==> src/hw/rtl/clpp_pkg.sv <==
// shared types, constants and arithmetic helpers for the cluster pair list prune core
package clpp_pkg;

  localparam int COORD_W = 32;
  localparam int IDX_W   = 24;
  localparam int SW_W    = 16;
  localparam int CUT_W   = 62;
  localparam int SQ_W    = 2 * COORD_W;
  localparam int SUM_W   = SQ_W + 2;
  localparam int OP_W    = 2;
  localparam int SLOT_W  = 2;

  // input tdata layout
  localparam int IN_CI_LSB   = 0;
  localparam int IN_SW_LSB   = IN_CI_LSB + IDX_W;
  localparam int IN_SX_LSB   = IN_SW_LSB + SW_W;
  localparam int IN_SY_LSB   = IN_SX_LSB + COORD_W;
  localparam int IN_SZ_LSB   = IN_SY_LSB + COORD_W;
  localparam int IN_AX_LSB   = IN_SZ_LSB + COORD_W;
  localparam int IN_AY_LSB   = IN_AX_LSB + COORD_W;
  localparam int IN_AZ_LSB   = IN_AY_LSB + COORD_W;
  localparam int IN_SLOT_LSB = IN_AZ_LSB + COORD_W;
  localparam int IN_CJ_LSB   = IN_SLOT_LSB + SLOT_W;
  localparam int IN_USED_W   = IN_CJ_LSB + IDX_W;
  localparam int IN_DATA_W   = ((IN_USED_W + 7) / 8) * 8;

  // output tdata layout
  localparam int OUT_KEPT_BIT = 0;
  localparam int OUT_CI_LSB   = 1;
  localparam int OUT_SW_LSB   = OUT_CI_LSB + IDX_W;
  localparam int OUT_CJ_LSB   = OUT_SW_LSB + SW_W;
  localparam int OUT_POS_LSB  = OUT_CJ_LSB + IDX_W;
  localparam int OUT_RS_LSB   = OUT_POS_LSB + IDX_W;
  localparam int OUT_RE_LSB   = OUT_RS_LSB + IDX_W;
  localparam int OUT_USED_W   = OUT_RE_LSB + IDX_W;
  localparam int OUT_DATA_W   = ((OUT_USED_W + 7) / 8) * 8;

  typedef enum logic [OP_W-1:0] {
    OP_BEGIN = 2'd0,
    OP_IATOM = 2'd1,
    OP_JATOM = 2'd2,
    OP_END   = 2'd3
  } opcode_t;

  typedef enum logic {
    KIND_VERDICT = 1'b0,
    KIND_ENTRY   = 1'b1
  } kind_t;

  typedef logic signed [COORD_W-1:0] coord_t;
  typedef logic [COORD_W-1:0] mag_t;
  typedef logic [SQ_W-1:0] sq_t;

  typedef struct packed {
    sq_t x;
    sq_t y;
    sq_t z;
  } sq3_t;

  function automatic coord_t sat_add(coord_t a, coord_t b);
    logic signed [COORD_W:0] s;
    s = {a[COORD_W-1], a} + {b[COORD_W-1], b};
    if (s[COORD_W] != s[COORD_W-1]) begin
      return s[COORD_W] ? {1'b1, {(COORD_W-1){1'b0}}} : {1'b0, {(COORD_W-1){1'b1}}};
    end
    return s[COORD_W-1:0];
  endfunction

  // |a - b| always fits the coordinate width as unsigned
  function automatic mag_t abs_diff(coord_t a, coord_t b);
    logic signed [COORD_W:0] d;
    logic [COORD_W:0] m;
    d = {a[COORD_W-1], a} - {b[COORD_W-1], b};
    m = d[COORD_W] ? -d : d;
    return m[COORD_W-1:0];
  endfunction

endpackage

==> src/hw/rtl/clpp_rsq_check.sv <==
// squared distance sum of one i atom against one j atom, compared with the cutoff
module clpp_rsq_check (
  input  clpp_pkg::sq3_t                 sq,
  input  logic [clpp_pkg::CUT_W-1:0]     cutoff,
  output logic                           hit
);

  localparam int SW = clpp_pkg::SUM_W;

  logic [SW-1:0] sum;

  // saturation at the top of the range never drops below cutoff, so the plain sum works
  assign sum = SW'(sq.x) + SW'(sq.y) + SW'(sq.z);
  assign hit = sum < SW'(cutoff);

endmodule

==> config.mk <==
export PLATFORM = sky130hd
export DESIGN_NAME = clpp_rsq_check
export DESIGN_NICKNAME = d
export VERILOG_FILES = /design/src/hw/rtl/clpp_pkg.sv /design/src/hw/rtl/clpp_rsq_check.sv
export SDC_FILE = /design/constraint.sdc
export NUM_CORES = 1
export LEC_CHECK = 0
export BUFFER_PORTS_ARGS = -buffer_cell sky130_fd_sc_hd__buf_2
export CAP_MARGIN = 15
export CELL_PAD_IN_SITES_DETAIL_PLACEMENT = 1
export CELL_PAD_IN_SITES_GLOBAL_PLACEMENT = 1
export CORE_MARGIN = 8
export CORE_UTILIZATION = 40
export DETAILED_ROUTE_END_ITERATION = 7
export GPL_ROUTABILITY_DRIVEN = 0
export PLACE_DENSITY = 0.87
export SLEW_MARGIN = 30
export SYNTH_ARGS = -nofsm -noshare
export SYNTH_HDL_FRONTEND = slang
export SYNTH_SLANG_ARGS = --single-unit
==> constraint.sdc <==
create_clock -name vclk -period 9.52
set_clock_uncertainty 0.1 [all_clocks]
set_input_delay 0 -clock vclk [all_inputs]
set_output_delay 0 -clock vclk [all_outputs]
set_load 0.1 [all_outputs]
# Word-level counts from Yosys, hierarchy flattened

Index checks and enable logic that the tools add are counted.

Register bits after elaboration: 0
Bits of input ports: 254
Output and inout bits: 1
Word-level logic and storage cells: 3

Add/sub/neg operators: 2
Magnitude comparators: 1

Operators with widths:

| kind                                            | count |
|---|---|
| 65-bit by 64-bit adder with 66-bit output       | 1 |
| 66-bit by 62-bit < comparator with 1-bit output | 1 |
| 64-bit by 64-bit adder with 65-bit output       | 1 |

# Logic depth before layout (Yosys ltp)

Gate-level depths: netlist of the first run.

Depth in word-level cells: 3
Depth in mapped cells: 25

# Worst setup path after synthesis of the first run

OpenSTA, ideal clock, no wires.

Path kind: input to output
From: in sq[1] in the netlist's numbering
To: out hit
Data arrival time: 6.267 ns
Slack: 3.153 ns
Cell stages on the path: 23
Buffers on the path: 0
Cells stage by stage: fa_1 ha_1 inv_1 fa_1 nand2b_1 a21o_1 a21oi_2 a221o_1 a211oi_2 o41ai_2 nor2_2 o311a_1 nor3_1 ha_1 a21o_1 a21o_1 a21o_1 a211oi_1 o21ai_0 a2111oi_0 a211o_1 nand3_1 nor4_2

Longest elaborated chain between the ends: 2

Ends and longest elaborated chain:

| element                                         | line                 | RTL |
|---|---|---|
| start: declaration                              | clpp_rsq_check.sv:3  | `input clpp_pkg::sq3_t sq,` |
| 65-bit by 64-bit adder with 66-bit output       | clpp_rsq_check.sv:13 | `assign sum = SW'(sq.x) + SW'(sq.y) + SW'(sq.z);` |
| 66-bit by 62-bit < comparator with 1-bit output | clpp_rsq_check.sv:14 | `assign hit = sum < SW'(cutoff);` |
| end: declaration                                | clpp_rsq_check.sv:5  | `output logic hit` |

Every way passes these cells.

# Worst setup path in the final report of the first run

Ends and elaborated chain as after synthesis.

==> impl_metrics.env, run 1 <==
export IMPL_status="complete, no violations"
export IMPL_p_int_mw=0.470
export IMPL_path_class="in2out"
export IMPL_synthCells=863
export IMPL_cts_resized=0
export IMPL_wl_um=23900
export IMPL_start_kind="input port"
export IMPL_ir_drop_v=0.0000452
export IMPL_antenna_found_initial=1
export IMPL_worstMarginPinSlew_ns=0.656
export IMPL_vias_per_cell=5.60
export IMPL_hold_viol=0
export IMPL_antenna_left=0
export IMPL_wire_per_inst_um=18.2
export IMPL_rsz0062_at_grt="no"
export IMPL_initial_core_util_pct=40.9
export IMPL_syn_to_final_growth_pct=21.6
export IMPL_path_delay_family="compound AO/OA/AOI/OAI gates"
export IMPL_grt_total_usage_pct=21.5
export IMPL_synth_avg_cell_area_um2=7.82
export IMPL_dpl_hpwl_um=22200
export IMPL_p_sw_mw=0.630
export IMPL_rows=47
export IMPL_p_per_area_nw_per_um2=134
export IMPL_grt_pass1_vias=8334
export IMPL_first_pass_iters=4
export IMPL_synth_distinct_cells=63
export IMPL_fp_dieW_um=146
export IMPL_slew_violations=0
export IMPL_clkPwrFrac_pct=0
export IMPL_yosysWarnings=0
export IMPL_seqCellArea_um2=0
export IMPL_vias=7367
export IMPL_p_seq_share_pct=0
export IMPL_swShare_pct=57.3
export IMPL_synth_area_um2=6750
export IMPL_max_slew_margin_pct=56.0
export IMPL_critical_path_required_ns=9.42
export IMPL_path_buf_inv=3
export IMPL_die_h_um=146
export IMPL_clock_buffers=0
export IMPL_cap_viol_max_count=0
export IMPL_ioPinCount=255
export IMPL_pwr_share_comb_pct=100.0
export IMPL_hold_class="in2out"
export IMPL_final_cell_area_um2=8210
export IMPL_portBuffers=255
export IMPL_grt_pass1_wl_um=39300
export IMPL_leakage_nw=4.15
export IMPL_cpMostUsedCell="a21o_1"
export IMPL_synth_largest_area_cell="ha_1"
export IMPL_placed_area_um2=8200
export IMPL_fin_crit_sh_pct=65.8
export IMPL_critPathArrivalTime_ns=6.17
export IMPL_synth_area_top_cells="ha_1 (23%), fa_1 (19%), a21oi_1 (6.8%)"
export IMPL_nets=1537
export IMPL_drc_errors=0
export IMPL_synth_sequential_area_ratio_pct=0
export IMPL_setup_viol=0
export IMPL_multi_input_area_um2=6330
export IMPL_setup_tns_ns=0
export IMPL_crit_path_top_delay_cell="fa_1"
export IMPL_critPathMaxFanout=6
export IMPL_cts_setup_buffers=0
export IMPL_synth_top_area_share_pct=23.0
export IMPL_overflow=0
export IMPL_drive_gt1_share_pct=25.1
export IMPL_critical_path_endpoint_type="output port"
export IMPL_first_iter_violations=189
export IMPL_hold_buffers=0
export IMPL_grt_max_degree=13
export IMPL_syn_num_nets=1306
export IMPL_max_freq_mhz=160
export IMPL_nFillCells=2145
export IMPL_die_area_um2=21300
export IMPL_coreArea_um2=16500
export IMPL_cpPeakStageDelay_ns=0.54
export IMPL_design_seq_count=0
export IMPL_final_min_clock_period_ns=6.27
==> power by group through the flow <==
stage	Combinational, mW	Sequential, mW	Clock, mW
6_report	1.10	0	0.0000000422
5_1_grt	1.24	0	0.0000000140
4_1_cts	1.10	0	0
3_5_place_dp	1.10	0	0
3_3_place_gp	1.05	0	0
2_1_floorplan	0.789	0	0
==> layout by cell type, fill, tap and decap left out, types with 4 or more instances in the layout <==
cell type / instances
buf_2: 255
ha_1: 124
a21oi_1: 92
inv_1: 85
fa_1: 65
nand2_1: 64
o21ai_0: 47
nor2_1: 46
xnor2_1: 37
a21o_1: 33
nand4_1: 25
xor2_1: 20
nand3_1: 18
a31oi_1: 14
o21bai_1: 13
and3_1: 12
o21a_1: 12
nor3_1: 11
a211oi_1: 10
nor2b_1: 9
o31ai_1: 9
o21ai_1: 7
nor4_1: 7
nand2b_1: 6
o211ai_1: 6
o2111ai_1: 5
a221o_1: 5
and2_1: 4
a211o_1: 4
==> area by class of cell <==
cell class / count / area share, %
multi-input combinational: 752 / 77.1
timing repair buffer: 255 / 15.5
inverter: 85 / 3.89
antenna: 3 / 0.0914
tap: 220 / 3.35
==> kinds of logic after synthesis <==
family	after synthesis	share of synthesized area [%]
xor+xnor	57	7.39
mux	1	0.148
simple gates	219	16.2
compound gates	286	27.8
buf+inv	111	6.21
fa+ha+maj	189	42.3
==> synth_stat cells (all sizes together) (3+ instances only) <==
cell     number
a2111oi       3
a211o         4
a211oi       12
a21boi        4
a21o         33
a21oi        95
a221o         5
a221oi        3
a31oi        14
and2          4
and3         12
clkbuf       24
fa           65
ha          124
inv          85
nand2        64
nand2b        6
nand3        18
nand4        25
nor2         47
nor2b         9
nor3         11
nor4          8
o2111ai       5
o211ai        6
o21a         12
o21ai        56
o21bai       13
o31ai         9
o41ai         3
or2           4
or4           3
xnor2        37
xor2         20
==> through the flow <==
stage / utilization [%] / cells / hold WS, ns / power, mW / setup WS, ns
floorplan: - / 863 / 0.604 / 0.789 / 3.15
global placement: 49.6 / 1312 / 0.912 / 1.05 / 3.63
detailed placement: 49.6 / 1312 / 0.953 / 1.10 / 3.24
CTS: 49.6 / 1312 / 0.956 / 1.10 / 3.23
global route: 49.7 / 1313 / 1.01 / 1.24 / 2.87
finish: 49.7 / 1315 / 0.957 / 1.10 / 3.25
==> final timing paths <==
path | from | end | slack [ns] | depth (start not counted)
worst max-delay path | sq[1] | hit | 3.25 | 25
worst min-delay path | sq[191] | hit | 0.96 | 8
==> metal layers <==
layer / vias to the layer above / wire [µm] / GRT usage, % / share of wire (%)
li1: 3603 / - / - / -
met1: 3524 / 9870 / 24.7 / 41
met2: 208 / 12400 / 41.2 / 52
met3: 32 / 1240 / 3.23 / 5.2
met4: 0 / 399 / 3.54 / 1.7
met5: - / 0 / 0 / 0
Note: power is estimated with default switching activity, not from simulation.
==> run 2, diff against run 1 <==
--- a/config.mk
+++ b/config.mk
@@ -10,10 +10,10 @@
 export CELL_PAD_IN_SITES_DETAIL_PLACEMENT = 1
 export CELL_PAD_IN_SITES_GLOBAL_PLACEMENT = 1
 export CORE_MARGIN = 8
-export CORE_UTILIZATION = 40
+export CORE_UTILIZATION = 37
 export DETAILED_ROUTE_END_ITERATION = 7
 export GPL_ROUTABILITY_DRIVEN = 0
-export PLACE_DENSITY = 0.87
+export PLACE_DENSITY = 0.81
 export SLEW_MARGIN = 30
 export SYNTH_ARGS = -nofsm -noshare
 export SYNTH_HDL_FRONTEND = slang
==> constraint.sdc (replaced) <==
create_clock -name vclk -period 6.1
set_clock_uncertainty 0.1 [all_clocks]
set_input_delay 0 -clock vclk [all_inputs]
set_output_delay 0 -clock vclk [all_outputs]
set_load 0.1 [all_outputs]
==> run 2 against run 1 <==
Net effect: worst setup slack got worse by 3.0 ns; power is 59% higher; routed wire length decreased by 0.13%; via count about the same; hold slack worse by 0.088 ns; utilization decreased by 3.5 points; sequential share of layout area is the same; combinational power up 59%.
==> impl_metrics.env, run 2 (synthesized netlist as in run 1, its figures left out) <==
export IMPL_hold_buffers=0
export IMPL_antenna_left=0
export IMPL_syn_to_final_growth_pct=22.8
export IMPL_critPathMaxFanout=5
export IMPL_die_h_um=151
export IMPL_drive_gt1_share_pct=25.4
export IMPL_drc_errors=0
export IMPL_first_iter_violations=234
export IMPL_wl_met3_um=1510
export IMPL_worstMarginPinSlew_ns=0.602
export IMPL_grt_pass1_wl_um=38600
export IMPL_fin_util_pct=46.1
export IMPL_grt_total_usage_pct=20.3
export IMPL_clock_buffers=0
export IMPL_vias_per_cell=5.56
export IMPL_layout_commonest_cell="buf_2"
export IMPL_critical_path_required_ns=6.00
export IMPL_nets=1540
export IMPL_seqCellArea_um2=0
export IMPL_final_min_clock_period_ns=5.83
export IMPL_coreArea_um2=18000
export IMPL_leakage_nw=4.19
export IMPL_ioPinCount=255
export IMPL_critPathLaunch="sq[1]"
export IMPL_cap_viol_max_count=0
export IMPL_slew_violations=0
export IMPL_hold_viol=0
export IMPL_wire_per_inst_um=18.0
export IMPL_first_pass_iters=4
export IMPL_ir_drop_v=0.0000915
export IMPL_fp_dieW_um=151
export IMPL_cpMostUsedCell="a21o_1"
export IMPL_fin_crit_sh_pct=95.5
export IMPL_hold_class="in2out"
export IMPL_path_class="in2out"
export IMPL_layout_common_cells="buf_2 (254), ha_1 (124), a21oi_1 (92)"
export IMPL_start_kind="input port"
export IMPL_cpPeakStageDelay_ns=0.56
export IMPL_grt_pass1_vias=8248
export IMPL_pre_cts_slack_ns=0.0609
export IMPL_critPathArrivalTime_ns=5.73
export IMPL_nFillCells=2348
export IMPL_initial_core_util_pct=37.6
export IMPL_endpoint="hit"
export IMPL_antenna_found_initial=0
export IMPL_worst_slack_ns=0.273
export IMPL_portBuffers=255
export IMPL_grt_max_degree=13
export IMPL_dpl_hpwl_um=22100
export IMPL_die_area_um2=22800
export IMPL_critical_path_endpoint_type="output port"
export IMPL_setup_viol=0
export IMPL_max_slew_margin_pct=59.7
export IMPL_p_per_area_nw_per_um2=211
export IMPL_wl_um=23900
export IMPL_vias=7371
export IMPL_route_top_layer_used="met4"
export IMPL_multi_input_area_um2=6370
export IMPL_max_freq_mhz=172
export IMPL_crit_path_top_delay_cell="fa_1"
export IMPL_overflow=0
export IMPL_design_seq_count=0
export IMPL_wl_met2_um=12000
export IMPL_rows=49
export IMPL_status="complete, no violations"
export IMPL_met1_length_um=10100
==> run 2: changes by cell type in the layout (fill, tap and decap cells not counted) <==
cell,change
buf_4,+3
diode_2,-2
a2111oi_0,-1
a2111oi_2,+1
a21oi_2,-1
a21oi_4,+1
buf_12,+1
buf_2,-1
nor4_2,-1
nor4_4,+1
o41ai_2,-1
o41ai_4,+1
==> run 2: worst max-delay path, delay by kind of cell <==
family | cells | cell delay [ns]
AOI/OAI and AO/OA | 12 | 2.65
adders and majority gates | 4 | 1.45
buffers and inverters | 4 | 0.56
and+or+nand+nor | 6 | 1.07
==> run 2: layer usage <==
layer,vias up,global-route usage (%)
met3,16,2.57
li1,3608,-
met5,-,0
met1,3538,24.1
met2,209,39.2
met4,0,2.03
==> run 2: timing repair <==
action,4_1_cts,5_1_grt
hold endpoints to repair,0,0
resized for setup,0,4
buffers inserted,0,1
setup endpoints to repair,0,1
==> run 2: through the flow <==
step / TNS [ns] / hold slack [ns] / power (mW) / cells / instance area, µm²
final: 0 / 0.869 / 1.75 / 1325 / 8290
after global routing: -0.0657 / 0.920 / 1.97 / 1324 / 8290
after CTS: 0 / 0.870 / 1.73 / 1323 / 8250
after detailed placement: 0 / 0.868 / 1.72 / 1323 / 8250
after global placement: 0 / 0.864 / 1.67 / 1323 / 8250
after floorplan: 0 / 0.571 / 1.23 / 863 / 6760
==> run 2: layout make-up <==
type | instances | area share [%]
well taps | 229 | 3.46
diodes | 1 | 0.0302
repair buffers | 258 | 15.9
multi-input cells | 752 | 76.8
inverters | 85 | 3.85
==> run 2: worst min path at each step <==
stage               startpoint  endpoint  slack (ns)  depth (start not counted)
finish              cutoff[61]       hit        0.87                         10
global placement       sq[191]       hit        0.86                          8
detailed placement     sq[191]       hit        0.87                          8
CTS                    sq[191]       hit        0.87                          8
global route           sq[191]       hit        0.92                          8
floorplan              sq[191]       hit        0.57                          6
==> run 2: power by group <==
group	internal [mW]	switching, mW	total (mW)
logic	0.751	0.994	1.75
clock network	0.0000000220	0	0.0000000220
registers	0	0	0
total	0.751	0.994	1.75
